File: config.mk
export PLATFORM = sky130hd
export DESIGN_NAME = lms_window
export DESIGN_NICKNAME = d
export VERILOG_FILES = /design/src/hdl/lms_pkg.sv /design/src/hdl/lms_window.sv
export SDC_FILE = /design/constraint.sdc
export NUM_CORES = 1
export LEC_CHECK = 0
export ABC_CLOCK_PERIOD_IN_PS = 4200
export BUFFER_PORTS_ARGS = -buffer_cell sky130_fd_sc_hd__buf_2
export CELL_PAD_IN_SITES_DETAIL_PLACEMENT = 1
export CELL_PAD_IN_SITES_GLOBAL_PLACEMENT = 1
export CORE_AREA = 2 2 167 169
export DETAILED_ROUTE_END_ITERATION = 10
export DIE_AREA = 0 0 169 171
export HOLD_SLACK_MARGIN = 0.05
export PLACE_DENSITY = 0.8
export REMOVE_ABC_BUFFERS = 1
export SYNTH_ARGS = -nofsm -noshare
export SYNTH_HDL_FRONTEND = slang
export SYNTH_SLANG_ARGS = --single-unit
File: constraint.sdc
create_clock -name clk -period 4.2 [get_ports clk]
set_input_delay 0.42 -clock clk [delete_from_list [all_inputs] [get_ports clk]]
set_output_delay 0.42 -clock clk [all_outputs]
set_load 0.02 [all_outputs]
File: src/hdl/lms_pkg.sv
// Shared types, constants and the neighborhood compare function for the
// 3x3 local minimum suppressor. No dependencies.
package lms_pkg;

  localparam int PIXEL_BITS    = 16;
  localparam int ROW_BITS      = 10;
  localparam int COL_BITS      = 10;
  localparam int CFG_DATA_BITS = 11;
  localparam int CFG_IDX_BITS  = 1;
  localparam int HEIGHT_LIMIT  = 1024;
  localparam int WIDTH_RESET   = 1024;
  localparam int MAX_WIDTH_DEF = 1024;
  localparam int FIFO_DEPTH    = 8;

  typedef logic signed [PIXEL_BITS-1:0] pix_t;
  // One window column: [0] top row, [1] middle row, [2] bottom row.
  typedef pix_t  [2:0] wcol_t;
  // Window: [0] left column, [1] center column, [2] right column.
  typedef wcol_t [2:0] win_t;

  typedef enum logic [CFG_IDX_BITS-1:0] {
    REG_IMAGE_WIDTH  = 1'b0,
    REG_IMAGE_HEIGHT = 1'b1
  } cfg_reg_t;

  typedef struct packed {
    logic signed [PIXEL_BITS-1:0] pixel_in;
    logic                         drain;
  } in_item_t;

  typedef struct packed {
    logic signed [PIXEL_BITS-1:0] pixel_out;
    logic                         is_minimum;
    logic [ROW_BITS-1:0]          out_row;
    logic [COL_BITS-1:0]          out_column;
    logic                         frame_last;
  } out_item_t;

  // Control that travels with an item from the accept stage to the window stage.
  typedef struct packed {
    logic                is_drain;
    logic                bank_sel;
    logic                emit_a;
    logic                emit_b;
    logic                lv_a;
    logic                rv_a;
    logic                bv_a;
    logic                lv_b;
    logic                tv;
    logic                last;
    logic [ROW_BITS-1:0] row_o;
    logic [COL_BITS-1:0] col_a;
    logic [COL_BITS-1:0] col_b;
  } stage_ctrl_t;

  // True when the middle pixel of column m is strictly below every enabled neighbor.
  function automatic logic is_local_min(input wcol_t l, input wcol_t m, input wcol_t r,
                                        input logic lv, input logic rv,
                                        input logic tv, input logic bv);
    logic ok;
    pix_t ctr;
    begin
      ctr = m[1];
      ok  = 1'b1;
      if (tv && !($signed(ctr) < $signed(m[0]))) ok = 1'b0;
      if (bv && !($signed(ctr) < $signed(m[2]))) ok = 1'b0;
      if (lv) begin
        if (!($signed(ctr) < $signed(l[1]))) ok = 1'b0;
        if (tv && !($signed(ctr) < $signed(l[0]))) ok = 1'b0;
        if (bv && !($signed(ctr) < $signed(l[2]))) ok = 1'b0;
      end
      if (rv) begin
        if (!($signed(ctr) < $signed(r[1]))) ok = 1'b0;
        if (tv && !($signed(ctr) < $signed(r[0]))) ok = 1'b0;
        if (bv && !($signed(ctr) < $signed(r[2]))) ok = 1'b0;
      end
      return ok;
    end
  endfunction

endpackage

File: src/hdl/lms_window.sv
// Window stage: 3x3 window registers, neighborhood compares and result build.
// Depends on lms_pkg; fed by the accept stage and the two line buffers.
module lms_window
  import lms_pkg::*;
(
  input  logic        clk,
  input  logic        rst_n,
  input  logic        s0_valid,
  input  stage_ctrl_t s0_ctrl,
  input  pix_t        s0_pixel,
  input  pix_t        rd0_a,
  input  pix_t        rd0_b,
  input  pix_t        rd1_a,
  input  pix_t        rd1_b,
  output logic        push_a,
  output out_item_t   res_a,
  output logic        push_b,
  output out_item_t   res_b
);

  logic        s1_valid_r;
  stage_ctrl_t s1_ctrl_r;
  pix_t        s1_pixel_r;
  win_t        win_r;
  win_t        win_nxt;
  wcol_t       col_a;
  wcol_t       col_b;
  logic        min_a;
  logic        min_b;

  always_comb begin
    // The bank selected by bank_sel holds the older (upper) row.
    col_a[0] = s1_ctrl_r.bank_sel ? rd1_a : rd0_a;
    col_a[1] = s1_ctrl_r.bank_sel ? rd0_a : rd1_a;
    col_a[2] = s1_pixel_r;
    col_b[0] = s1_ctrl_r.bank_sel ? rd1_b : rd0_b;
    col_b[1] = s1_ctrl_r.bank_sel ? rd0_b : rd1_b;
    col_b[2] = s1_pixel_r;

    win_nxt[0] = win_r[1];
    if (s1_ctrl_r.is_drain) begin
      win_nxt[1] = col_b;
      win_nxt[2] = col_a;
    end else begin
      win_nxt[1] = win_r[2];
      win_nxt[2] = col_a;
    end

    min_a = is_local_min(win_nxt[0], win_nxt[1], win_nxt[2], s1_ctrl_r.lv_a,
                         s1_ctrl_r.rv_a, s1_ctrl_r.tv, s1_ctrl_r.bv_a);
    min_b = is_local_min(win_nxt[1], win_nxt[2], win_nxt[2], s1_ctrl_r.lv_b,
                         1'b0, s1_ctrl_r.tv, 1'b1);

    push_a           = s1_valid_r && s1_ctrl_r.emit_a;
    res_a.pixel_out  = min_a ? '0 : win_nxt[1][1];
    res_a.is_minimum = min_a;
    res_a.out_row    = s1_ctrl_r.row_o;
    res_a.out_column = s1_ctrl_r.col_a;
    res_a.frame_last = s1_ctrl_r.last;

    push_b           = s1_valid_r && s1_ctrl_r.emit_b;
    res_b.pixel_out  = min_b ? '0 : win_nxt[2][1];
    res_b.is_minimum = min_b;
    res_b.out_row    = s1_ctrl_r.row_o;
    res_b.out_column = s1_ctrl_r.col_b;
    res_b.frame_last = 1'b0;
  end

  always_ff @(posedge clk) begin
    if (!rst_n) begin
      s1_valid_r <= 1'b0;
    end else begin
      s1_valid_r <= s0_valid;
    end
  end

  always_ff @(posedge clk) begin
    s1_ctrl_r  <= s0_ctrl;
    s1_pixel_r <= s0_pixel;
    if (s1_valid_r) begin
      win_r <= win_nxt;
    end
  end

endmodule

==> results.toml, run 1 <==
[outcome]
outcome = "finished, violations left"
violations = "negative setup slack"

[cells_and_area]
mostFrequentLayoutCells = "182 x buf_2, 174 x ha_1, 133 x inv_1, 99 x buf_4, 96 x edfxtp_1"
final_common_cell = "buf_2"
area_growth_pct = 32.0
seqCellArea_mm2 = 0.00404
nFillCells = 3044
drive_gt1_share_pct = 36.1
multi_input_area_mm2 = 0.00598
fin_util_pct = 50.3
n_antenna_cell = 0
final_area_mm2 = 0.0137
fin_nets = 1596

[floorplanning]
die_w_um = 169
core_mm2 = 0.0273
die-area_mm2 = 0.0289
start_util_pct = 38.1
pin_count = 201
rows = 61
die_h_um = 171

[critical_path]
worstPathRequired_ns = 3.78
r2r_slack_ns = 2.28
cp_max_fo = 8
cpPeakStageDelay_ns = 0.56
reg2reg_to = "win_nxt[9]$_DFFE_PP_"
cpMostUsedCell = "buf_6"
path_cells = "buf_8 -> buf_16 -> buf_6 -> mux2i_1 -> a21o_1 -> ha_1 -> nand2_1 -> o211ai_1 -> or4_4 -> nor2_4 -> a211oi_2 -> a211o_1 -> a211oi_4 -> buf_6 -> nor2_1 -> buf_2"
critPathBufInv = 5
ff2ff_path_depth = 1
crit_type = "reg2out"
crit_start = "s1_ctrl_r[38]$_DFF_P_"
cp-end-kind = "output port"
critPathArrivalTime_ns = 4.19
crit_family = "compound AO/OA/AOI/OAI gates"
worst_setup_path_start_kind = "flop"
slowest_stage = "or4_4"
worstReg2RegStart = "s1_valid_r$_SDFF_PN0_"

[clocking]
cts-htree-levels = 4
holdBufCountCts = 0
cts_buffers = 17
cts.sinks = 153
cts.clk_slew.worst_paths_ns = 0.07
worstSkewPairLatency_ns = 0.44
clock_path_buffers = 2
cts-root-buf = "clkbuf_16"
cts_tree = "built"

[timing]
fin_skew_ns = 0.00889
drv_slew = 0
hold_ws_ns = 0.0769
min_period_ns = 4.61
worst_pin_slew_ns = 1.02
hold_viol = 0
period_share_pct = 110
relSlewSlack_pct = 32.2
layout_setup_ws_ns = -0.411
fmax_mhz = 217
rsz0062_at_grt = "yes"
setup-violations-final = 34

[min_path]
worstHoldEndpoint = "res_b[8]$_DFF_P_"
holdCritStartpoint = "s0_ctrl[7]"
min_path_cells = 1
hp-class = "in2reg"

[synthesis]
synth.avg_cell_area_um2 = 10.2
async_flop_share_pct = 0
ys_ff_latch = 153
synth_ff_type = "edfxtp_1"
synthesis.area_mm2 = 0.0104
synth.distinct_cells = 62
synth_seq_area_share_pct = 38.7
synth-edff-count = 96
ys_warn_count = 0
synthCells = 1021

[flow_run]
cap_viol_max_count = 0

[power]
finalPower_mw = 4.91
power.internal_mw = 3.23
clockPowerShare_pct = 32.5
switching_power_mw = 1.67
p_leak_nw = 6.61
p_comb_share_pct = 32.0
p_seq_share_pct = 35.4
switching_share_pct = 34.1
ir_drop_uv = 235
p_per_area_mw_per_mm2 = 357

[global_route]
grt_use_met1_pct = 29.5
grt-busiest-layer = "met2"
grt_max_degree = 68
track_usage_pct = 24.8
antenna_found_initial = 0
grt-ovfl-total = 0
use_met3_pct = 3.91
grt_pass1_vias = 9898
grt_pass1_wl_um = 54400
grtUsageMet2_pct = 43.5

[route]
wirelength_um = 36900
drc = 0
via_per_inst = 5.54
firstDrtPassIters = 5
dr_total_vias = 9146
initialDrtViolationCount = 562
drtAntennaViolNets = 0
detail_route.wl_per_cell_um = 22.4

[placement]
place_hpwl_um = 25800
placed_area_mm2 = 0.0120
port_buffers = 199
gp_congestion = 0.897
worst max path at each step:
stage               cells past startpoint         to
floorplan                              13  res_a[22]
global placement                       14  res_b[37]
detailed placement                     14  res_b[34]
CTS                                    18  res_a[22]
global route                           16  res_a[25]
finish                                 16  res_a[25]
power groups by stage:
stage	sequential, mW	clock, mW	combinational, mW
4_1_cts	1.74	1.61	1.44
3_5_place_dp	1.77	0	1.25
6_report	1.74	1.60	1.57
5_1_grt	1.75	1.67	1.69
3_3_place_gp	1.77	0	1.20
2_1_floorplan	1.80	0	0.698
stage by stage:
| stage | setup TNS (ns) | setup slack [ns] | cells |
|---|---|---|---|
| global route | -12.64 | -0.505 | 1651 |
| global placement | -0.360 | -0.0313 | 1580 |
| detailed placement | -2.21 | -0.119 | 1580 |
| finish | -8.94 | -0.411 | 1651 |
| floorplan | -52.56 | -1.69 | 958 |
| CTS | -1.10 | -0.0787 | 1643 |
Yosys cell counts (all sizes together), types with 2 or more instances:
cell | count | area, µm²
nor3b | 5 | 37.5
a2bb2oi | 3 | 26.3
o221ai | 4 | 35.0
ha | 181 | 2260
mux2 | 12 | 135
nor3 | 6 | 30.0
dfxtp | 57 | 1140
o31ai | 2 | 15.0
a211oi | 12 | 103
nand4 | 20 | 125
a21o | 31 | 233
o21ai | 47 | 235
edfxtp | 96 | 2880
a2111oi | 9 | 92.6
and4 | 4 | 35.0
inv | 148 | 556
o21bai | 2 | 15.0
buf | 58 | 407
nand2 | 45 | 169
a41oi | 2 | 17.5
o2111ai | 3 | 26.3
nor2 | 72 | 270
nand3 | 11 | 55.1
nor2b | 5 | 31.3
nand2b | 10 | 62.6
nor4 | 7 | 58.8
a21boi | 2 | 15.0
a21oi | 41 | 209
clkbuf | 5 | 18.8
o22ai | 3 | 18.8
a221oi | 2 | 17.5
o211ai | 8 | 60.1
mux2i | 70 | 717
a211o | 2 | 17.5
and2 | 5 | 31.3
o21a | 10 | 75.1
nand3b | 5 | 37.5
a31oi | 3 | 18.8
cell families after synthesis:
group / Yosys count / synth area share, %
buffers and inverters: 211 / 9.42
and+or+nand+nor: 199 / 9.36
AOI/OAI and AO/OA: 194 / 12.6
adders and majority gates: 181 / 21.8
DFF: 153 / 38.7
muxes: 82 / 8.19
other: 1 / 0.0360
per-layer routing:
layer / share of wire (%) / routed length (µm)
met4: 5.2 / 1920
met1: 40 / 14800
met2: 49 / 18000
met3: 5.9 / 2180
met5: 0 / 0
registers in the layout, indices dropped and copies added (netlist names):
name / flops
s1_ctrl_r: 9
s1_valid_r: 1
win_r: 48
res_a: 21
s1_pixel_r: 16
res_b: 10
win_nxt: 48
layout make-up:
class / count / share of cell area (%)
multi-input cells: 657 / 43.6
flip-flops and latches: 153 / 29.4
repair buffers: 315 / 15.6
inverters: 148 / 4.04
clock buffers: 19 / 3.31
well taps: 346 / 3.15
clock inverters: 13 / 0.966
timing repair:
| action | CTS | global route |
|---|---|---|
| pin swaps | 32 | 19 |
| resized for setup | 146 | 52 |
| buffers inserted | 29 | 9 |
| setup endpoints to repair | 34 | 34 |
| cloned | 2 | 0 |
Note: power is estimated with default switching activity, not from simulation.
==> inputs of run 2 (changes only) <==
Settings changed: ABC_AREA set to 1, CORE_AREA 2 2 167 169 to 2 2 171 173, DIE_AREA 0 0 169 171 to 0 0 173 175, PLACE_DENSITY 0.8 to 0.81.
==> run 2 against run 1 <==
Net effect: sequential power about the same; sequential cell count is the same; sequential share of layout area up 0.56 points; highest routed layer is now met5; critical path depth is 6 higher; worst setup slack better by 0.26 ns; power grew 0.43%; the run still ends with negative setup slack left; count of clock-buffer cells in the layout is 2 lower; clock skew increased by 0.0057 ns; worst hold slack got worse by 0.0090 ns; global-route usage is 1.2 points lower; fmax increased by 6.0%; critical endpoint unchanged.
==> results.toml, run 2 <==
[floorplanning]
core_mm2 = 0.0284
start_util_pct = 37.5
die-area_mm2 = 0.0303
die_w_um = 173
rows = 62
pin_count = 201
die_h_um = 175

[critical_path]
cpMostUsedCell = "nor2_1"
worst_setup_path_start_kind = "flop"
cpPeakStageDelay_ns = 0.41
critPathArrivalTime_ns = 3.93
cp_max_fo = 13
critPathBufInv = 5
crit_family = "simple AND/OR/NAND/NOR gates"
slowest_stage = "dfxtp_4"
path_cells = "buf_12 -> buf_12 -> nor2_1 -> nor2_1 -> o21ai_1 -> o21ai_2 -> buf_4 -> ha_1 -> nand2_2 -> nor2_1 -> a211oi_1 -> nand2_1 -> nand2_1 -> nand3_1 -> nand2_1 -> nor2_2 -> nor2_2 -> nand2_4 -> nor2_8 -> buf_12 -> nor2_1 -> buf_2"
crit_type = "reg2out"
worstPathRequired_ns = 3.78
cp-end-kind = "output port"

[clocking]
cts-htree-levels = 4
holdBufCountCts = 0
cts.sinks = 153
worstSkewPairLatency_ns = 0.45
cts-root-buf = "clkbuf_16"
cts.clk_slew.worst_paths_ns = 0.08
cts_buffers = 17
cts_tree = "built"
clock_path_buffers = 2

[timing]
hold_ws_ns = 0.0679
setup_tns_ns = -2.76
relSlewSlack_pct = 51.4
hold_viol = 0
period_share_pct = 104
drv_slew = 0
setup-violations-final = 34
worst_pin_slew_ns = 0.729
fin_skew_ns = 0.0146
fmax_mhz = 230
min_period_ns = 4.35
layout_setup_ws_ns = -0.149

[global_route]
grtUsageMet2_pct = 40.8
grt-ovfl-total = 0
track_usage_pct = 23.5
grt-busiest-layer = "met2"
grt_max_degree = 52
use_met3_pct = 4.11
grt_pass1_wl_um = 55400
grt_use_met1_pct = 28.1
antenna_found_initial = 1
grt_pass1_vias = 10600

[synthesis]
synthesis.area_mm2 = 0.0106
synth.area.mux_share_pct = 0
ys_warn_count = 0
synth_seq_area_share_pct = 37.8
synthMostInstantiatedCell = "inv_1"
synth_top_family_by_area = "adder cells"
synth_top_cells_by_area = "edfxtp_1 27%, ha_1 21%, dfxtp_1 11%"
ys_ff_latch = 153
synth_ff_type = "edfxtp_1"
synthSimpleGateAreaFrac_pct = 16.1
synthCells = 1288
synth.distinct_cells = 37
synth.avg_cell_area_um2 = 8.26
synth-edff-count = 96
synth_xor_area_share_pct = 0.0823
synth_top_area_cell = "edfxtp_1"
synthTopCellsByCount = "227 x inv_1, 211 x nand2_1, 181 x ha_1"
synth_compound_area_share_pct = 12.2
yosys.area_share.adder_pct = 21.3
async_flop_share_pct = 0
yosysTopAreaCellShare_pct = 27.1

[power]
p_per_area_mw_per_mm2 = 366
p_leak_nw = 6.84
finalPower_mw = 4.93
ir_drop_uv = 264

[cells_and_area]
mostFrequentLayoutCells = "220 x inv_1, 204 x nand2_1, 193 x buf_2, 173 x ha_1"
area_growth_pct = 26.5
nFillCells = 3466
fin_util_pct = 47.4
final_area_mm2 = 0.0135
fin_nets = 1824
final_common_cell = "inv_1"
drive_gt1_share_pct = 27.6
n_antenna_cell = 0

[placement]
gp_congestion = 0.859
placed_area_mm2 = 0.0120
place_hpwl_um = 27100
port_buffers = 199

[flow_run]
cap_viol_max_count = 0

[route]
detail_route.wl_per_cell_um = 21.1
dr_total_vias = 10300
wirelength_um = 40400
drc = 0
via_per_inst = 5.37
initialDrtViolationCount = 963
drtAntennaViolNets = 0
firstDrtPassIters = 5

[min_path]
hp-class = "in2reg"

[outcome]
violations = "negative setup slack"
outcome = "finished, violations left"
==> run 2: changes by cell type after synthesis, sizes merged, moves of 15 or more <==
cell and delta:
inv +81, nor2 +43, nand2 +172, a21oi +60, or2 +18, a21o -31
o21ai +75, mux2i -70, clkbuf +15
==> run 2: path summary, 6_finish.rpt <==
check / to / from / slack (ns) / cells after the start
max: res_a[25] / s1_ctrl_r[38]$_DFF_P_ / -0.15 / 22
min: res_a[0]$_DFF_P_ / s0_ctrl[30] / 0.07 / 1
max reg2reg: win_r[100]$_DFFE_PP_ / s1_ctrl_r[38]$_DFF_P_ / 2.46 / 6
min reg2reg: win_r[142]$_DFFE_PP_ / s1_pixel_r[14]$_DFF_P_ / 0.43 / 0
==> run 2: per-stage QoR <==
| stage | cells | setup slack (ns) |
|---|---|---|
| finish | 1917 | -0.149 |
| floorplan | 1217 | -0.393 |
| detailed placement | 1837 | 0.164 |
| CTS | 1880 | 0.00970 |
| global route | 1917 | -0.280 |
| global placement | 1837 | 0.257 |
==> run 2: layout make-up <==
cell class                 instances  area [µm²]  area share, %
clock buffer                      17         425           3.16
clock inverter                    15         175           1.30
inverter                         229         872           6.47
multi-input combinational        836        5670           42.1
sequential                       153        4030           29.9
tap                              384         480           3.57
timing repair buffer             280        1790           13.3
timing repair inverter             3        26.3          0.195
==> run 2: worst reg2reg max path: cells and delay by family, from the launching register on <==
family                 cells  cell delay [ns]
DFF                        1             0.41
AOI/OAI and AO/OA          1             0.27
and+or+nand+nor            1             0.28
buffers and inverters      4             0.53
==> run 2: kinds of logic after synthesis <==
family          Yosys count
compound gates          246
xor+xnor                  1
fa+ha+maj               181
buf+inv                 300
flops                   153
other cells               1
simple gates            406
==> run 2: power by group <==
group          switching, mW  internal [mW]  leakage, nW
clock network          0.813          0.807        0.290
registers             0.0339           1.68         1.38
logic                   1.01          0.584         5.16
total                   1.85           3.07         6.84
==> run 2: what timing repair did <==
| item | in CTS | in global routing |
|---|---|---|
| resized for setup | 20 | 132 |
| gates cloned | 1 | 7 |
| hold endpoints to repair | 0 | 0 |
| pin swaps | 3 | 17 |
| setup buffers | 10 | 30 |
| endpoints found under the setup margin | 34 | 34 |
==> run 2: per-layer routing <==
layer | part of all wire [%] | wire length [µm]
met1 | 39 | 15600
met2 | 49 | 19700
met3 | 7.4 | 2970
met4 | 5.2 | 2090
met5 | 0.032 | 13
==> inputs of run 3 (changes only) <==
Settings changed: ABC_AREA 1 to 0, BUFFER_PORTS_ARGS -buffer_cell sky130_fd_sc_hd__buf_2 to -buffer_cell sky130_fd_sc_hd__buf_4, CORE_AREA 2 2 171 173 to 2 2 167 169, DIE_AREA 0 0 173 175 to 0 0 169 171, PLACE_DENSITY 0.81 to 0.8.
==> run 3 against run 2 <==
Net effect: via count fell by 5.0%; the flow still finishes with violations (negative setup slack); worst setup slack got worse by 0.26 ns; sequential cell count is the same; first-iteration DRC count is 12% lower; power up 6.0%; largest cell class unchanged; design area increased by 11%; combinational power is 18% higher; largest power group is now combinational cells; sequential power about the same.
==> results.toml, run 3 (same netlist as run 1, synthesis figures left out) <==
[flow_run]
cap_viol_max_count = 0

[timing]
setup-violations-final = 34
drv_slew = 0
relSlewSlack_pct = 39.2
fmax_mhz = 217
hold_ws_ns = 0.0716
rsz0062_at_grt = "yes"
period_share_pct = 110
min_period_ns = 4.61
layout_setup_ws_ns = -0.410
hold_viol = 0
fin_skew_ns = 0.0112
worst_pin_slew_ns = 0.913

[critical_path]
cp_max_fo = 8
cp-end-kind = "output port"
worstPathRequired_ns = 3.78
crit_type = "reg2out"
critPathArrivalTime_ns = 4.19
worst_setup_path_start_kind = "flop"
cpPeakStageDelay_ns = 0.42
path_cells = "buf_12 -> buf_8 -> mux2i_1 -> nand2_1 -> o21ai_2 -> inv_4 -> buf_8 -> ha_4 -> nand4_1 -> nor4_2 -> a31oi_1 -> mux2i_1 -> a211o_1 -> a211oi_4 -> buf_6 -> nor2b_1 -> buf_4"
worstReg2RegStart = "s1_ctrl_r[38]$_DFF_P_"
r2r_slack_ns = 2.34
slowest_stage = "dfxtp_4"
crit_start = "s1_ctrl_r[38]$_DFF_P_"

[floorplanning]
pin_count = 201
rows = 61
die_h_um = 171
start_util_pct = 38.1
die-area_mm2 = 0.0289
die_w_um = 169
core_mm2 = 0.0273

[global_route]
antenna_found_initial = 0
track_usage_pct = 26.0
grt_pass1_vias = 10100
grt_pass1_wl_um = 56800
grt-ovfl-total = 0
grt_max_degree = 62

[power]
switching_power_mw = 1.84
p_leak_nw = 6.92
p_per_area_mw_per_mm2 = 350
ir_drop_uv = 228
p_seq_share_pct = 33.1
clockPowerShare_pct = 30.8
power.internal_mw = 3.39
p_comb_share_pct = 36.0
switching_share_pct = 35.2

[clocking]
cts.sinks = 153
holdBufCountCts = 0
cts_buffers = 17
cts-root-buf = "clkbuf_16"
worstSkewPairLatency_ns = 0.44
cts-htree-levels = 4
cts_tree = "built"
clock_path_buffers = 2
cts.clk_slew.worst_paths_ns = 0.08

[min_path]
holdCritStartpoint = "s0_ctrl[0]"
hp-class = "in2reg"

[cells_and_area]
seqCellArea_mm2 = 0.00404
final_common_cell = "buf_4"
fin_nets = 1623
mostFrequentLayoutCells = "289 x buf_4, 158 x ha_1, 122 x inv_1, 96 x edfxtp_1, 54 x dfxtp_1"
stdcell_count = 1678
multi_input_area_mm2 = 0.00643
n_antenna_cell = 0
drive_gt1_share_pct = 42.8
fin_util_pct = 54.7
nFillCells = 2883
area_growth_pct = 43.5

[route]
initialDrtViolationCount = 845
via_per_inst = 5.83
wirelength_um = 43300
firstDrtPassIters = 6
drc = 0
detail_route.wl_per_cell_um = 25.8
dr_total_vias = 9781
drtAntennaViolNets = 0

[outcome]
violations = "negative setup slack"
outcome = "finished, violations left"

[placement]
gp_congestion = 0.891
port_buffers = 199
dp.cells = 1574
place_hpwl_um = 25600
[run 3: final cells by class]
type                       count  area share [%]
clock buffer                  18            2.94
inverter                     148            3.79
tap                          346            2.90
timing repair buffer         342            19.3
multi-input combinational    657            43.1
sequential                   153            27.0
clock inverter                14           0.989
[run 3: power by group through the flow]
stage                     Combinational [mW]  Clock [mW]  Sequential (mW)
after floorplan                        0.698           0             1.80
after global placement                  1.27           0             1.76
after detailed placement                1.33           0             1.76
after CTS                               1.55        1.61             1.73
after global routing                    1.97        1.69             1.74
final                                   1.88        1.61             1.73
[run 3: routing by layer]
layer  vias to the layer above  GRT usage, %  share of wire [%]
li1                       4231             -                  -
met4                         0          15.1                7.2
met5                         -             0                  0
met2                       539          45.1                 48
met1                      4808          30.3                 38
met3                       203          4.37                6.8
[run 3: path summary, 6_finish.rpt]
path                                end  cells past startpoint
hold / removal         res_b[1]$_DFF_P_                      1
hold reg to reg    win_r[133]$_DFFE_PP_                      0
setup / recovery              res_a[22]                     17
setup reg to reg  win_nxt[29]$_DFFE_PP_                      8
[run 3: metrics by stage]
step / power, mW / cell area, µm² / setup WS, ns / TNS, ns
finish: 5.22 / 14900 / -0.410 / -11.40
global route: 5.40 / 14900 / -0.443 / -13.21
CTS: 4.89 / 14100 / -0.0794 / -1.25
detailed placement: 3.09 / 12500 / -0.0613 / -0.694
global placement: 3.03 / 12500 / 0.0670 / 0
floorplan: 2.50 / 9980 / -1.69 / -52.56
[run 3: worst max-delay path: cells and delay by family (launching register included)]
family                   cells  cell delay (ns)
AO/OA/AOI/OAI                4             0.95
buffers and inverters        6             0.91
AND/OR/NAND/NOR              4             0.77
multiplexers                 2             0.42
flip-flops                   1             0.42
adder cells (fa/ha/maj)      1             0.26
[run 3: repair_timing]
action	4_1_cts	5_1_grt
resized for setup	169	127
setup buffers	36	34
setup endpoints to repair	34	34
pin swaps	34	48
gates cloned	2	1
