<file path="src/hdl/lms_pkg.sv">
// Shared types, constants and the neighborhood compare function for the
// 3x3 local minimum suppressor. No dependencies.
package lms_pkg;

  localparam int PIXEL_BITS    = 16;
  localparam int ROW_BITS      = 10;
  localparam int COL_BITS      = 10;
  localparam int CFG_DATA_BITS = 11;
  localparam int CFG_IDX_BITS  = 1;
  localparam int HEIGHT_LIMIT  = 1024;
  localparam int WIDTH_RESET   = 1024;
  localparam int MAX_WIDTH_DEF = 1024;
  localparam int FIFO_DEPTH    = 8;

  typedef logic signed [PIXEL_BITS-1:0] pix_t;
  // One window column: [0] top row, [1] middle row, [2] bottom row.
  typedef pix_t  [2:0] wcol_t;
  // Window: [0] left column, [1] center column, [2] right column.
  typedef wcol_t [2:0] win_t;

  typedef enum logic [CFG_IDX_BITS-1:0] {
    REG_IMAGE_WIDTH  = 1'b0,
    REG_IMAGE_HEIGHT = 1'b1
  } cfg_reg_t;

  typedef struct packed {
    logic signed [PIXEL_BITS-1:0] pixel_in;
    logic                         drain;
  } in_item_t;

  typedef struct packed {
    logic signed [PIXEL_BITS-1:0] pixel_out;
    logic                         is_minimum;
    logic [ROW_BITS-1:0]          out_row;
    logic [COL_BITS-1:0]          out_column;
    logic                         frame_last;
  } out_item_t;

  // Control that travels with an item from the accept stage to the window stage.
  typedef struct packed {
    logic                is_drain;
    logic                bank_sel;
    logic                emit_a;
    logic                emit_b;
    logic                lv_a;
    logic                rv_a;
    logic                bv_a;
    logic                lv_b;
    logic                tv;
    logic                last;
    logic [ROW_BITS-1:0] row_o;
    logic [COL_BITS-1:0] col_a;
    logic [COL_BITS-1:0] col_b;
  } stage_ctrl_t;

  // True when the middle pixel of column m is strictly below every enabled neighbor.
  function automatic logic is_local_min(input wcol_t l, input wcol_t m, input wcol_t r,
                                        input logic lv, input logic rv,
                                        input logic tv, input logic bv);
    logic ok;
    pix_t ctr;
    begin
      ctr = m[1];
      ok  = 1'b1;
      if (tv && !($signed(ctr) < $signed(m[0]))) ok = 1'b0;
      if (bv && !($signed(ctr) < $signed(m[2]))) ok = 1'b0;
      if (lv) begin
        if (!($signed(ctr) < $signed(l[1]))) ok = 1'b0;
        if (tv && !($signed(ctr) < $signed(l[0]))) ok = 1'b0;
        if (bv && !($signed(ctr) < $signed(l[2]))) ok = 1'b0;
      end
      if (rv) begin
        if (!($signed(ctr) < $signed(r[1]))) ok = 1'b0;
        if (tv && !($signed(ctr) < $signed(r[0]))) ok = 1'b0;
        if (bv && !($signed(ctr) < $signed(r[2]))) ok = 1'b0;
      end
      return ok;
    end
  endfunction

endpackage

</file>
<file path="src/hdl/lms_out_fifo.sv">
// Result queue: takes up to two results per cycle, hands out one per transfer.
// Depends on lms_pkg.
module lms_out_fifo
  import lms_pkg::*;
(
  input  logic      clk,
  input  logic      rst_n,
  input  logic      push_a,
  input  out_item_t res_a,
  input  logic      push_b,
  input  out_item_t res_b,
  output logic      out_valid,
  input  logic      out_stall,
  output out_item_t out_data,
  output logic      almost_full
);

  localparam int PW = $clog2(FIFO_DEPTH);

  out_item_t     mem_r [FIFO_DEPTH];
  logic [PW-1:0] wr_ptr_r;
  logic [PW-1:0] wr_ptr_nxt;
  logic [PW-1:0] rd_ptr_r;
  logic [PW-1:0] rd_ptr_nxt;
  logic [PW:0]   count_r;
  logic [PW:0]   count_nxt;
  logic [1:0]    n_push;
  logic          pop;
  out_item_t     first;

  always_comb begin
    pop         = out_valid && !out_stall;
    n_push      = {1'b0, push_a} + {1'b0, push_b};
    count_nxt   = count_r + (PW+1)'(n_push) - (PW+1)'(pop);
    wr_ptr_nxt  = wr_ptr_r + PW'(n_push);
    rd_ptr_nxt  = rd_ptr_r + PW'(pop);
    first       = push_a ? res_a : res_b;
    out_valid   = (count_r != '0);
    out_data    = mem_r[rd_ptr_r];
    // Room must remain for the item in the window stage and one more item.
    almost_full = (count_r > (PW+1)'(FIFO_DEPTH - 4));
  end

  always_ff @(posedge clk) begin
    if (!rst_n) begin
      wr_ptr_r <= '0;
      rd_ptr_r <= '0;
      count_r  <= '0;
    end else begin
      wr_ptr_r <= wr_ptr_nxt;
      rd_ptr_r <= rd_ptr_nxt;
      count_r  <= count_nxt;
    end
  end

  always_ff @(posedge clk) begin
    if (push_a || push_b) begin
      mem_r[wr_ptr_r] <= first;
    end
    if (push_a && push_b) begin
      mem_r[wr_ptr_r + PW'(1)] <= res_b;
    end
  end

endmodule

</file>
<file path="config.mk">
export PLATFORM = sky130hd
export DESIGN_NAME = lms_out_fifo
export DESIGN_NICKNAME = d
export VERILOG_FILES = /design/src/hdl/lms_pkg.sv /design/src/hdl/lms_out_fifo.sv
export SDC_FILE = /design/constraint.sdc
export NUM_CORES = 1
export LEC_CHECK = 0
export BUFFER_PORTS_ARGS = -buffer_cell sky130_fd_sc_hd__buf_2
export CORE_ASPECT_RATIO = 1.75
export CORE_MARGIN = 2
export CORE_UTILIZATION = 45
export CTS_CLUSTER_DIAMETER = 150
export DETAILED_ROUTE_END_ITERATION = 8
export MAX_ROUTING_LAYER = met4
export PLACE_DENSITY_LB_ADDON = 0.15
export RECOVER_POWER = 25
export SLEW_MARGIN = 10
export SYNTH_ARGS = -nofsm -noshare
export SYNTH_HDL_FRONTEND = slang
export SYNTH_SLANG_ARGS = --single-unit
</file>
<file path="constraint.sdc">
create_clock -name clk -period 5.95 [get_ports clk]
set_input_delay 0.2975 -clock clk [delete_from_list [all_inputs] [get_ports clk]]
set_output_delay 0.2975 -clock clk [all_outputs]
set_load 0.005 [all_outputs]
</file>
==> impl.org, run 1 <==
** GRT
- Met1 routing resource usage after global routing :: 24.6%
- For met2 alone, demand over resource in global routing was 43.3%.
- The first global-routing pass estimated 61500 um of wire.
- Overflow left after global routing :: 0
- Number of antenna violations at the first check in global routing :: 0
- Global router's overall resource usage :: 22.8%
- Met3 capacity usage during global routing :: 2.28%
- Pin count of the biggest net entering global routing :: 46
- The number of global-route vias before repair came to 9662.
- met2 is the most crowded layer.

** Cells and area
- Of the cells placed in the final design, the portion with a size suffix greater than 1 is 55.9%.
- Area of all placed cells without fillers :: 18400 sq um
- Area delta synth->final :: 13.6%
- The net count of the finished layout is 1115.
- Total inserted antenna cells :: 0

** Critical path
- In this design, the stage delay of the slowest critical-path cell is 2.26 ns.
- Data on the critical path is required at its endpoint by 6.25 ns.
- Of all nets on the critical path, the largest fanout is 38.
- The worst register-to-register path begins at wr_ptr_r[0]$_SDFF_PN0_.
- STA classifies the critical path startpoint as a flip-flop.
- Sort of element at the end of the critical path :: flip-flop
- Critical path capture point :: mem_r[1][31]$_DFFE_PP_
- The critical path goes through ha_1 -> xnor2_1 -> nand2_2 -> clkbuf_1 -> mux2_2.
- STA puts the critical path data arrival time at 4.87 ns.
- The critical path starts at wr_ptr_r[0]$_SDFF_PN0_.
- Reg2reg setup slack :: 1.38 ns
- Among all stages on the critical path, the largest delay is contributed by sky130_fd_sc_hd__clkbuf_1.
- Reg2reg path depth :: 5
- WS Path Type :: reg -> reg
- Worst reg2reg path endpoint :: mem_r[1][31]$_DFFE_PP_

** Place
- At the end of routability-driven placement, the weighted congestion stood at 0.739.
- Once detailed placement completed, the half-perimeter wirelength came to 24500 um.
- Number of buffers inserted by port buffering :: 120
- The placed instances occupy a cell area of 17400 sq um.

** Yosys
- Share of synthesized registers carrying an async set or reset :: 0%
- The number of different library cells used by synthesis comes to 34.
- The Yosys step of the flow raised 0 warnings.
- After synthesis, the largest area contributor takes up 56.4% of total cell area.
- Avg Inst Size Synth :: 17.8 sq um
- Biggest area consumer among synthesized cells :: sky130_fd_sc_hd__edfxtp_1
- Post-synth EDFFs :: 304
- Post-synthesis cell area :: 16200 sq um
- Sequential cells were found to cover 57.6% of the synthesized design area.
- Yosys attributes the largest share of cell area to sky130_fd_sc_hd__edfxtp_1 (56%), sky130_fd_sc_hd__mux2_2 (21%), sky130_fd_sc_hd__mux4_2 (11%), sky130_fd_sc_hd__mux2_1 (5.5%), sky130_fd_sc_hd__dfxtp_1 (1.2%).
- The commonest cells after synthesis are sky130_fd_sc_hd__edfxtp_1 (304), sky130_fd_sc_hd__mux2_2 (301), sky130_fd_sc_hd__mux2_1 (79), sky130_fd_sc_hd__mux4_2 (76), sky130_fd_sc_hd__buf_2 (36).
- sky130_fd_sc_hd__edfxtp_1 is the most common cell in the netlist.
- Gate count after technology mapping :: 908
- The most used flip-flop cell after synthesis is sky130_fd_sc_hd__edfxtp_1.
- Count of state elements after synthesis :: 314
- Counting every net in the synthesized netlist gives 1002.

** Drt
- The first TritonRoute pass finished after 4 iterations.
- In the final routed layout, each cell accounts on average for 26.8 um.
- Routed Antenna Nets :: 0
- In this run, the number of DRC markers left after iteration 0 of detailed routing was 424.
- Via count :: 8735
- After detailed routing, the number of vias per cell comes to 5.78.
- After detailed routing, the number of remaining DRC violations is 0.
- Wires add up to 40500 um.

** CTS
- In this run the number of H-tree levels came out at 1.
- The number of setup buffers added after CTS is 0.
- The number of hold buffers added after CTS was 0.
- Clock latency at the later pin of the worst-skew pair :: 0.58 ns
- TritonCTS built the clock tree.
- TritonCTS created 31 clock buffers.
- Sink count of the clock tree :: 314
- After clock tree synthesis, the repair step resized 0 gates.
- Clock transition at the registers of the reported paths :: 0.06 ns
- In this run the deepest clock path goes through 3 buffers.
- Root buffer cell :: sky130_fd_sc_hd__clkbuf_16

** Timing
- Unrepaired setup endpoints after global routing :: no
- Timing would allow up to 219 MHz.
- For the pin with the worst max-slew slack, the measured transition is 3.15 ns.
- Fin crit period :: 4.57 ns
- Fin. max-slew vios :: 116
- Total Negative Setup Slacks :: 0 ns
- Max Clock Skew :: 0.0224 ns
- Final clock period utilization by the worst path :: 76.8%
- The total count of hold-check failures in the final report came to 0.
- Worst slew margin relative to its limit :: -110%
- Final setup viols :: 0

** Power
- Internal power :: 4.58 mW
- Power spread over the standard cell area amounts to 340 nW/um^2.
- Per report_power, the sequential group accounts for 45.1% of the total.
- Worst IR Drop VDD :: 251 uV
- The analysis attributes to net switching a power of 1.68 mW.
- Net switching is 26.8% of the power.
- Fraction of power consumed by combinational cells :: 22.6%
- Pleak :: 6.07 nW
- Design Power :: 6.26 mW
- Clock power frac :: 32.3%

** Floorplan
- Die outline height :: 255 um
- Cell Rows :: 91
- The initial utilization of the core area, before any placement, comes to 45.7%.
- Measured along the x axis, the die boundary spans 147 um.
- Pin placement for this block handled 121 I/O pins.
- Core area :: 35400 sq um
- The floorplan step defined a die boundary enclosing 37600 sq um.

** Run status
- The run finished, with violations left.
- Failing checks :: capacitance limit, slew limit

** Flow run
- Across the run, the number of max-cap violations was 4.

** Worst hold path
- Class of the most critical hold timing path :: in -> reg
worst max-delay path: cells and delay by family (launching register included):
| kind | cells | cell delay [ns] |
|---|---|---|
| flops | 1 | 0.69 |
| buf+inv | 1 | 2.26 |
| mux | 1 | 0.49 |
| xor+xnor | 1 | 0.33 |
| fa+ha+maj | 1 | 0.31 |
| simple gates | 1 | 0.22 |
worst min path at each step:
stage | from | to | slack [ns] | depth (start not counted)
floorplan | rst_n | count_r[3]$_SDFF_PN0_ | 0.45 | 2
CTS | out_stall | rd_ptr_r[0]$_SDFF_PN0_ | 0.08 | 3
detailed placement | count_r[0]$_SDFF_PN0_ | count_r[0]$_SDFF_PN0_ | 0.59 | 2
finish | out_stall | rd_ptr_r[0]$_SDFF_PN0_ | 0.09 | 3
global route | out_stall | rd_ptr_r[0]$_SDFF_PN0_ | 0.08 | 3
global placement | count_r[0]$_SDFF_PN0_ | count_r[0]$_SDFF_PN0_ | 0.57 | 2
registers in the layout, summed over array words and instances, names as in the netlist:
register	count
mem_r	304
count_r	4
rd_ptr_r	3
wr_ptr_r	3
power by group through the flow:
| stage | clock network (mW) | registers [mW] | logic [mW] |
|---|---|---|---|
| floorplan | 0 | 2.81 | 0.966 |
| global placement | 0 | 2.87 | 1.43 |
| detailed placement | 0 | 2.88 | 1.44 |
| CTS | 2.06 | 2.83 | 1.45 |
| global route | 2.14 | 2.84 | 1.54 |
| finish | 2.02 | 2.82 | 1.41 |
per-layer routing:
layer,part of all wire (%),routed length [um]
met1,37,15100
met5,0,0
met3,3.0,1220
met2,56,22800
met4,3.3,1350
stage by stage:
stage | hold slack [ns] | instances | worst slack [ns] | utilization [%]
floorplan | 0.452 | 908 | 1.12 | -
global placement | 0.568 | 1453 | 2.32 | 49.1
detailed placement | 0.587 | 1453 | 2.30 | 49.1
CTS | 0.0757 | 1511 | 2.29 | 52.1
global route | 0.0841 | 1511 | 1.12 | 52.0
finish | 0.0933 | 1511 | 1.38 | 52.0
layout make-up:
| class | count | area [sq um] |
|---|---|---|
| Sequential cell | 314 | 9340 |
| Clock buffer | 34 | 807 |
| Inverter | 9 | 33.8 |
| Clock inverter | 24 | 241 |
| Timing Repair Buffer | 141 | 737 |
| Fill cell | 2947 | 17000 |
| Tap cell | 465 | 582 |
| Multi-Input combinational cell | 524 | 6660 |
cell families (layout without fill, tap and decap cells):
kind of cell | count (synthesis) | count (layout) | share of synthesized area, %
mux | 458 | 458 | 37.1
flops | 314 | 314 | 57.6
buf+inv | 70 | 208 | 2.09
simple gates | 35 | 35 | 1.17
fa+ha+maj | 13 | 13 | 1.10
compound gates | 12 | 12 | 0.479
xor+xnor | 6 | 6 | 0.417
layout by cell type, fill, tap and decap left out, types with 3 or more instances in the layout:
cell type,count
sky130_fd_sc_hd__bufinv_16,4
sky130_fd_sc_hd__mux4_2,76
sky130_fd_sc_hd__mux2_2,301
sky130_fd_sc_hd__a21oi_1,3
sky130_fd_sc_hd__buf_4,16
sky130_fd_sc_hd__and2_1,6
sky130_fd_sc_hd__nand2b_1,6
sky130_fd_sc_hd__dfxtp_1,7
sky130_fd_sc_hd__nand2_1,5
sky130_fd_sc_hd__buf_2,117
sky130_fd_sc_hd__clkinvlp_4,5
sky130_fd_sc_hd__mux2_1,79
sky130_fd_sc_hd__inv_1,9
sky130_fd_sc_hd__clkinv_2,10
sky130_fd_sc_hd__nor2_4,3
sky130_fd_sc_hd__xor2_1,4
sky130_fd_sc_hd__clkbuf_16,31
sky130_fd_sc_hd__clkbuf_1,8
sky130_fd_sc_hd__ha_1,11
sky130_fd_sc_hd__nor2_1,3
sky130_fd_sc_hd__edfxtp_1,304
No activity file was read; power rests on OpenSTA's default activity.
==> inputs of run 2 (changes only) <==
- clock period: 5.95 -> 4.4 ns (I/O delays scaled with it)
==> run 2 against run 1 <==
Against the previous run:
- the run still ends with capacitance limit, slew limit left
- power up 33%
- non-clock buffer count up 9
- wire length down 1.4%
- flip-flop and latch count unchanged
- global-route usage down 0.44 points
- via count up 0.70%
- core utilization up 0.19 points
- count of clock-buffer cells in the layout up 2
==> impl.org, run 2 (synthesis results as in run 1) <==
** Timing
- The clock arrives with 0.0127 ns of skew.
- The worst pin sits at a relative slew slack of -0.973%.
- The max-slew violation total from the final report was 19.
- Dividing the final minimum period by the clock period gives 73.6%.
- At the pin with the least slew margin, the transition time is 1.51 ns.
- For this run, the top clock speed supported by timing is 309 MHz.
- The routed design could run at a clock period as short as 3.24 ns.
- Final setup viols :: 0
- Setup repair after global routing left no endpoint under its margin.
- Total Negative Setup Slacks :: 0 ns
- Fin. Hold Viols :: 0

** GRT
- The first global-routing pass estimated 60700 um of wire.
- Pin count of the biggest net entering global routing :: 56
- Summed over all layers, the global routing overflow is 0.
- Via count of the first global-routing pass :: 9628
- Global routing used 22.3% of the available tracks across all layers.
- Number of antenna violations at the first check in global routing :: 1

** Cells and area
- Fill cell instance count of the final layout :: 2885
- In the layout the commonest cells are sky130_fd_sc_hd__edfxtp_1 (304), sky130_fd_sc_hd__mux2_2 (301), sky130_fd_sc_hd__buf_2 (117), sky130_fd_sc_hd__mux2_1 (79), sky130_fd_sc_hd__mux4_2 (76).
- Of the cells placed in the final design, the portion with a size suffix greater than 1 is 55.0%.
- Nets :: 1123
- The library cell used most frequently in the layout, excluding fill and tap cells, is sky130_fd_sc_hd__edfxtp_1.
- Counting flops per register, the top entry is mem_r.
- In the final layout, flip-flops and latches occupy 9340 sq um.
- Top flop regs :: mem_r: 304 flops, count_r: 4 flops
- Once layout is complete, the utilization of the core stands at 52.1%.
- Area delta synth->final :: 14.0%
- Multi-input gate area :: 6650 sq um
- Max reg flops :: 304

** Drt
- Routed Antenna Nets :: 0
- After detailed routing, the number of remaining DRC violations is 0.
- Router iterations before antenna repair :: 4
- Avg Vias per Cell :: 5.79
- Starting DRT DRC Count :: 454
- Via count :: 8796
- Post-Route WL :: 39900 um
- Dividing the detail-routed wire length by the instance count gives 26.3 um.

** Floorplan
- The floorplan step defined a die boundary enclosing 37600 sq um.
- From left edge to right edge, the die measures 147 um.
- The initialized floorplan defines 91 standard-cell rows.
- The core region is 35400 sq um.
- Number of top-level pins :: 121
- In this run the vertical extent of the chip is 255 um.
- Initial cell density of the core :: 45.7%

** Place
- During placement, the flow inserted port buffers numbering 120.
- Detailed placement finished with a half-perimeter wire length of 24000 um.
- Routability-driven placement finished with a final weighted congestion of 0.757.

** Worst hold path
- The min-delay analysis places its worst path in the category in -> reg.
- Worst-case hold path end point :: rd_ptr_r[0]$_SDFF_PN0_
- Startpoint of the most critical hold path :: rst_n
- Worst Hold Path Cells :: 3

** Critical path
- The critical path contains buffers and inverters numbering 3 combined.
- Reg2reg path depth :: 5
- The worst register-to-register path begins at wr_ptr_r[0]$_SDFF_PN0_.
- STA classifies the critical path endpoint as a flip-flop.
- Slowest library cell on the worst path :: sky130_fd_sc_hd__clkbuf_1
- In this design, the largest share of critical-path delay is due to buffers and inverters.
- Setup slack on the worst reg-to-reg path comes out at 1.41 ns.
- The largest single stage delay on the critical path is 1.06 ns.
- WS Path Type :: in -> reg
- Arrival time of data at the critical path endpoint :: 3.48 ns
- Cell chain of the critical path :: clkbuf_1 -> inv_1 -> ha_1 -> or2_0 -> o21ai_4 -> buf_4
- Crit path required time :: 4.65 ns
- The worst setup path is launched from a primary input.
- In this run the worst path has a maximum fanout of 25.
- The worst register-to-register path ends at mem_r[7][2]$_DFFE_PP_.

** CTS
- Number of levels the H-tree was split into :: 1
- The clock reaches the later pin of the worst-skew pair after 0.57 ns.
- Sink count of the clock tree :: 314
- After clock tree synthesis, the clock-pin slew on the worst setup and hold paths is 0.06 ns.
- The root buffer cell chosen for the clock tree is sky130_fd_sc_hd__clkbuf_16.
- CTS Buffer Depth :: 3
- CTS tree :: built
- Post-cts gate resize count :: 0
- Number of clock buffers inserted by TritonCTS :: 30

** Power
- Pleak :: 6.10 nW
- Worst IR Drop VDD :: 291 uV
- Design Power :: 8.32 mW
- Power density of the placed cells :: 450 nW/um^2

** Run status
- Status :: finished with violations
- Failing checks :: capacitance limit, slew limit

** Flow run
- Number of max-cap violations :: 1
## run 2: area by class of cell
| class | instances | area share (%) |
|---|---|---|
| Inverter | 9 | 0.183 |
| Clock inverter | 19 | 0.908 |
| Clock buffer | 36 | 4.30 |
| Multi-Input combinational cell | 524 | 36.0 |
| Antenna cell | 1 | 0.0136 |
| Sequential cell | 314 | 50.6 |
| Timing Repair Buffer | 150 | 4.89 |
| Tap cell | 465 | 3.15 |
## run 2: worst min-delay path, stage by stage
cell	delay, ns
sky130_fd_sc_hd__buf_2	0.18
sky130_fd_sc_hd__nand2_1	0.09
sky130_fd_sc_hd__mux2i_1	0.06
## run 2: per-stage QoR
stage	hold WS (ns)	area [sq um]	std cells	setup WS, ns
3_3_place_gp	0.570	17500	1461	1.25
6_report	0.0295	18500	1518	1.16
3_5_place_dp	0.574	17500	1461	1.25
2_1_floorplan	0.375	16200	908	-0.149
4_1_cts	0.0182	18500	1517	1.34
5_1_grt	0.0405	18500	1518	0.979
## run 2: how the worst max path moves through the flow
stage / slack (ns) / from / endpoint / cells after the start
finish: 1.16 / push_a / mem_r[5][1]$_DFFE_PP_ / 6
global route: 0.98 / push_a / mem_r[5][1]$_DFFE_PP_ / 6
CTS: 1.34 / wr_ptr_r[0]$_SDFF_PN0_ / mem_r[7][2]$_DFFE_PP_ / 6
detailed placement: 1.25 / push_a / mem_r[5][31]$_DFFE_PP_ / 6
global placement: 1.25 / push_a / mem_r[0][12]$_DFFE_PP_ / 6
floorplan: -0.15 / push_a / mem_r[5][0]$_DFFE_PP_ / 6
## run 2: what timing repair did
action                                 CTS  global route
hold buffers                             1             0
buffers inserted                         0             0
endpoints found under the hold margin    1             0
## run 2: report_power, final
| part | internal [mW] | switching [mW] | total [mW] |
|---|---|---|---|
| Sequential | 3.67 | 0.134 | 3.80 |
| Clock | 1.46 | 1.13 | 2.59 |
| Combinational | 0.979 | 0.945 | 1.92 |
## run 2: routing by layer
metal	up-vias	GRT usage, %	routed length, um
met5	-	-	0
met4	0	6.92	1070
met3	53	1.98	1230
met2	179	41.4	22000
met1	4636	25.6	15600
li1	3928	-	-
==> inputs of run 3 (changes only) <==
- clock period: 4.4 -> 2.6 ns (I/O delays scaled with it)
==> run 3 against run 2 <==
Against the previous run:
- the flow now finishes without violations
- power up 70%
- worst setup slack got worse by 1.0 ns
- sequential power rose by 67%
- register-to-register slack lost 1.2 ns
- clock skew is essentially flat
- count of clock-buffer cells in the layout down 3
- critical endpoint is now out_data[32]
- largest cell class unchanged
- largest power group unchanged
==> impl.org, run 3 (synthesis results as in run 1) <==
** Timing
- Max Clock Skew :: 0.0129 ns
- Worst hold slack :: 0.0247 ns
- Fin. max-slew vios :: 0
- In the post-route analysis, the smallest setup slack over all paths is 0.151 ns.
- Worst slew margin relative to its limit :: 18.9%
- Derived from the worst setup path, the maximum achievable clock frequency is 408 MHz.
- Fin crit period :: 2.45 ns
- Adding up every negative setup slack in the final design gives 0 ns.
- Setup violations remaining at the end of the flow were counted as 0.
- Final clock period utilization by the worst path :: 94.2%
- Fin. Hold Viols :: 0
- Slew at the pin closest to its max-slew limit :: 1.22 ns
- Setup repair after global routing left no endpoint under its margin.

** Worst hold path
- The startpoint identified for the worst hold timing path is res_b[31].
- Class of the most critical hold timing path :: in -> reg

** Run status
- Status :: finished, final reports clean

** Drt
- The pre-antenna-repair detailed-routing pass consisted of 4 iterations.
- After detailed routing, the number of remaining DRC violations is 0.
- Via count :: 8975
- For this block, the initial DRC count from the detailed router was 502.
- Dividing the detail-routed wire length by the instance count gives 26.4 um.
- Avg Vias per Cell :: 5.69
- Summed over all layers, the routed wires come to 41600 um.
- Routed Antenna Nets :: 0

** Critical path
- Highest net fanout along the worst path :: 21
- Timing startpoint of the critical path :: rd_ptr_r[2]$_SDFF_PN0_
- STA classifies the critical path endpoint as an output pin.
- The worst register-to-register path begins at wr_ptr_r[1]$_SDFF_PN0_.
- Arrival time of data at the critical path endpoint :: 2.32 ns
- WS Path Type :: reg -> out
- STA classifies the critical path startpoint as a flip-flop.
- Crit path required time :: 2.47 ns

** Place
- Number of cells in the design after placement :: 1479
- Once placement finished, the instance area stood at 17900 sq um.
- Post-Place Setup Slack :: 0.355 ns
- Half-perimeter wire length after placement :: 25000 um
- Routability-driven placement finished with a final weighted congestion of 0.744.
- Number of buffers inserted by port buffering :: 120

** Cells and area
- The library cells used most frequently in the layout, excluding fill and tap cells, are sky130_fd_sc_hd__edfxtp_1 (304), sky130_fd_sc_hd__mux2_2 (301), sky130_fd_sc_hd__buf_2 (118), sky130_fd_sc_hd__mux2_1 (79), sky130_fd_sc_hd__mux4_2 (76).
- Cells fill 53.8% of the core in the end.
- Area of all placed cells without fillers :: 19100 sq um
- Proportion of layout cells with a drive suffix above 1 :: 54.5%
- Compared with the post-synthesis result, the final layout area differs by 17.7%.
- Most frequent standard cell in the layout excluding fill and tap cells :: sky130_fd_sc_hd__edfxtp_1
- The largest registers in the layout are mem_r: 304 flops, count_r: 4 flops.
- Counting flops per register, the top entry is mem_r.
- Nets :: 1181
- The register with the most flip-flops in the layout has 304 of them.
- Non-filler instance count after layout :: 1576

** GRT
- The number of global-route vias before repair was 9959.
- Number of antenna violations at the first check in global routing :: 1
- The total overflow left after global routing is 0.
- Pin count of the biggest net entering global routing :: 42
- Global router's overall resource usage :: 23.5%
- The first global-routing pass estimated 63300 um of wire.

** Floorplan
- In this run the standard cell core region covers 35400 sq um.
- The die covers 37600 sq um.
- 121 I/O pins were placed.
- From left edge to right edge, the die measures 147 um.
- Cell Rows :: 91
- The initial utilization of the core area, before any placement, comes to 45.7%.
- Die outline height :: 255 um

** CTS
- Gates resized during post-CTS repair numbered 0.
- Clock transition at the registers of the reported paths :: 0.06 ns
- CTS placed an instance of sky130_fd_sc_hd__clkbuf_16 at the clock tree root.
- CTS built an H-tree with a depth of 1.
- Clock latency at the later pin of the worst-skew pair :: 0.58 ns
- Number of clock buffers inserted by TritonCTS :: 30
- Sink count of the clock tree :: 314
- CTS tree :: built
- CTS Buffer Depth :: 3

** Power
- The analysis attributes to cell leakage a power of 6.39 nW.
- Design Power :: 14.2 mW
- Power spread over the standard cell area amounts to 743 nW/um^2.
- Across the VDD grid, the largest voltage drop is 657 uV.

** Flow run
- Number of max-cap violations :: 0
-- run 3: cell types whose count changed in the layout (fill, tap and decap cells not counted), sizes merged --
| cell | previous run | this run |
|---|---|---|
| buf | 143 | 159 |
| bufinv | 3 | 2 |
| clkbuf | 42 | 44 |
| clkinv | 15 | 18 |
| clkinvlp | 0 | 2 |
| dlygate4sd3 | 1 | 38 |
| inv | 10 | 9 |
-- run 3: power breakdown --
part | total, mW | switching (mW) | leakage, nW | internal (mW)
Clock | 4.26 | 1.95 | 0.456 | 2.31
Combinational | 3.55 | 1.75 | 3.06 | 1.80
Sequential | 6.35 | 0.138 | 2.87 | 6.21
Total | 14.2 | 3.84 | 6.39 | 10.3
-- run 3: metal layers --
metal / part of all wire, % / vias to the layer above / track usage (%)
met5: 0 / - / -
met4: 2.9 / 0 / 7.64
met3: 3.8 / 62 / 2.37
met2: 56 / 186 / 43.6
met1: 38 / 4694 / 26.6
li1: - / 4033 / -
-- run 3: cell type report --
cell class | count | area [sq um]
antenna | 1 | 2.50
clock buffer | 33 | 762
clock inverter | 22 | 166
fill | 2951 | 16400
inverter | 9 | 33.8
multi-input combinational | 524 | 6590
sequential | 314 | 9340
tap | 465 | 582
timing repair buffer | 208 | 1580
-- run 3: worst paths after layout --
| path | end | slack (ns) | cells past startpoint |
|---|---|---|---|
| setup / recovery | out_data[32] | 0.15 | 4 |
| hold / removal | mem_r[5][31]$_DFFE_PP_ | 0.02 | 2 |
| setup reg to reg | mem_r[2][9]$_DFFE_PP_ | 0.18 | 4 |
| hold reg to reg | count_r[0]$_SDFF_PN0_ | 0.59 | 2 |
-- run 3: repair_timing --
| item | CTS | global route |
|---|---|---|
| endpoints found under the hold margin | 288 | 0 |
| setup endpoints to repair | 20 | 0 |
| hold buffers | 38 | 0 |
| setup buffers | 3 | 0 |
-- run 3: worst max-delay path: stages (launching register included) --
cell	delay (ns)
sky130_fd_sc_hd__dfxtp_4	0.62
sky130_fd_sc_hd__buf_4	0.33
sky130_fd_sc_hd__mux4_2	0.38
sky130_fd_sc_hd__mux2_2	0.28
sky130_fd_sc_hd__buf_2	0.13
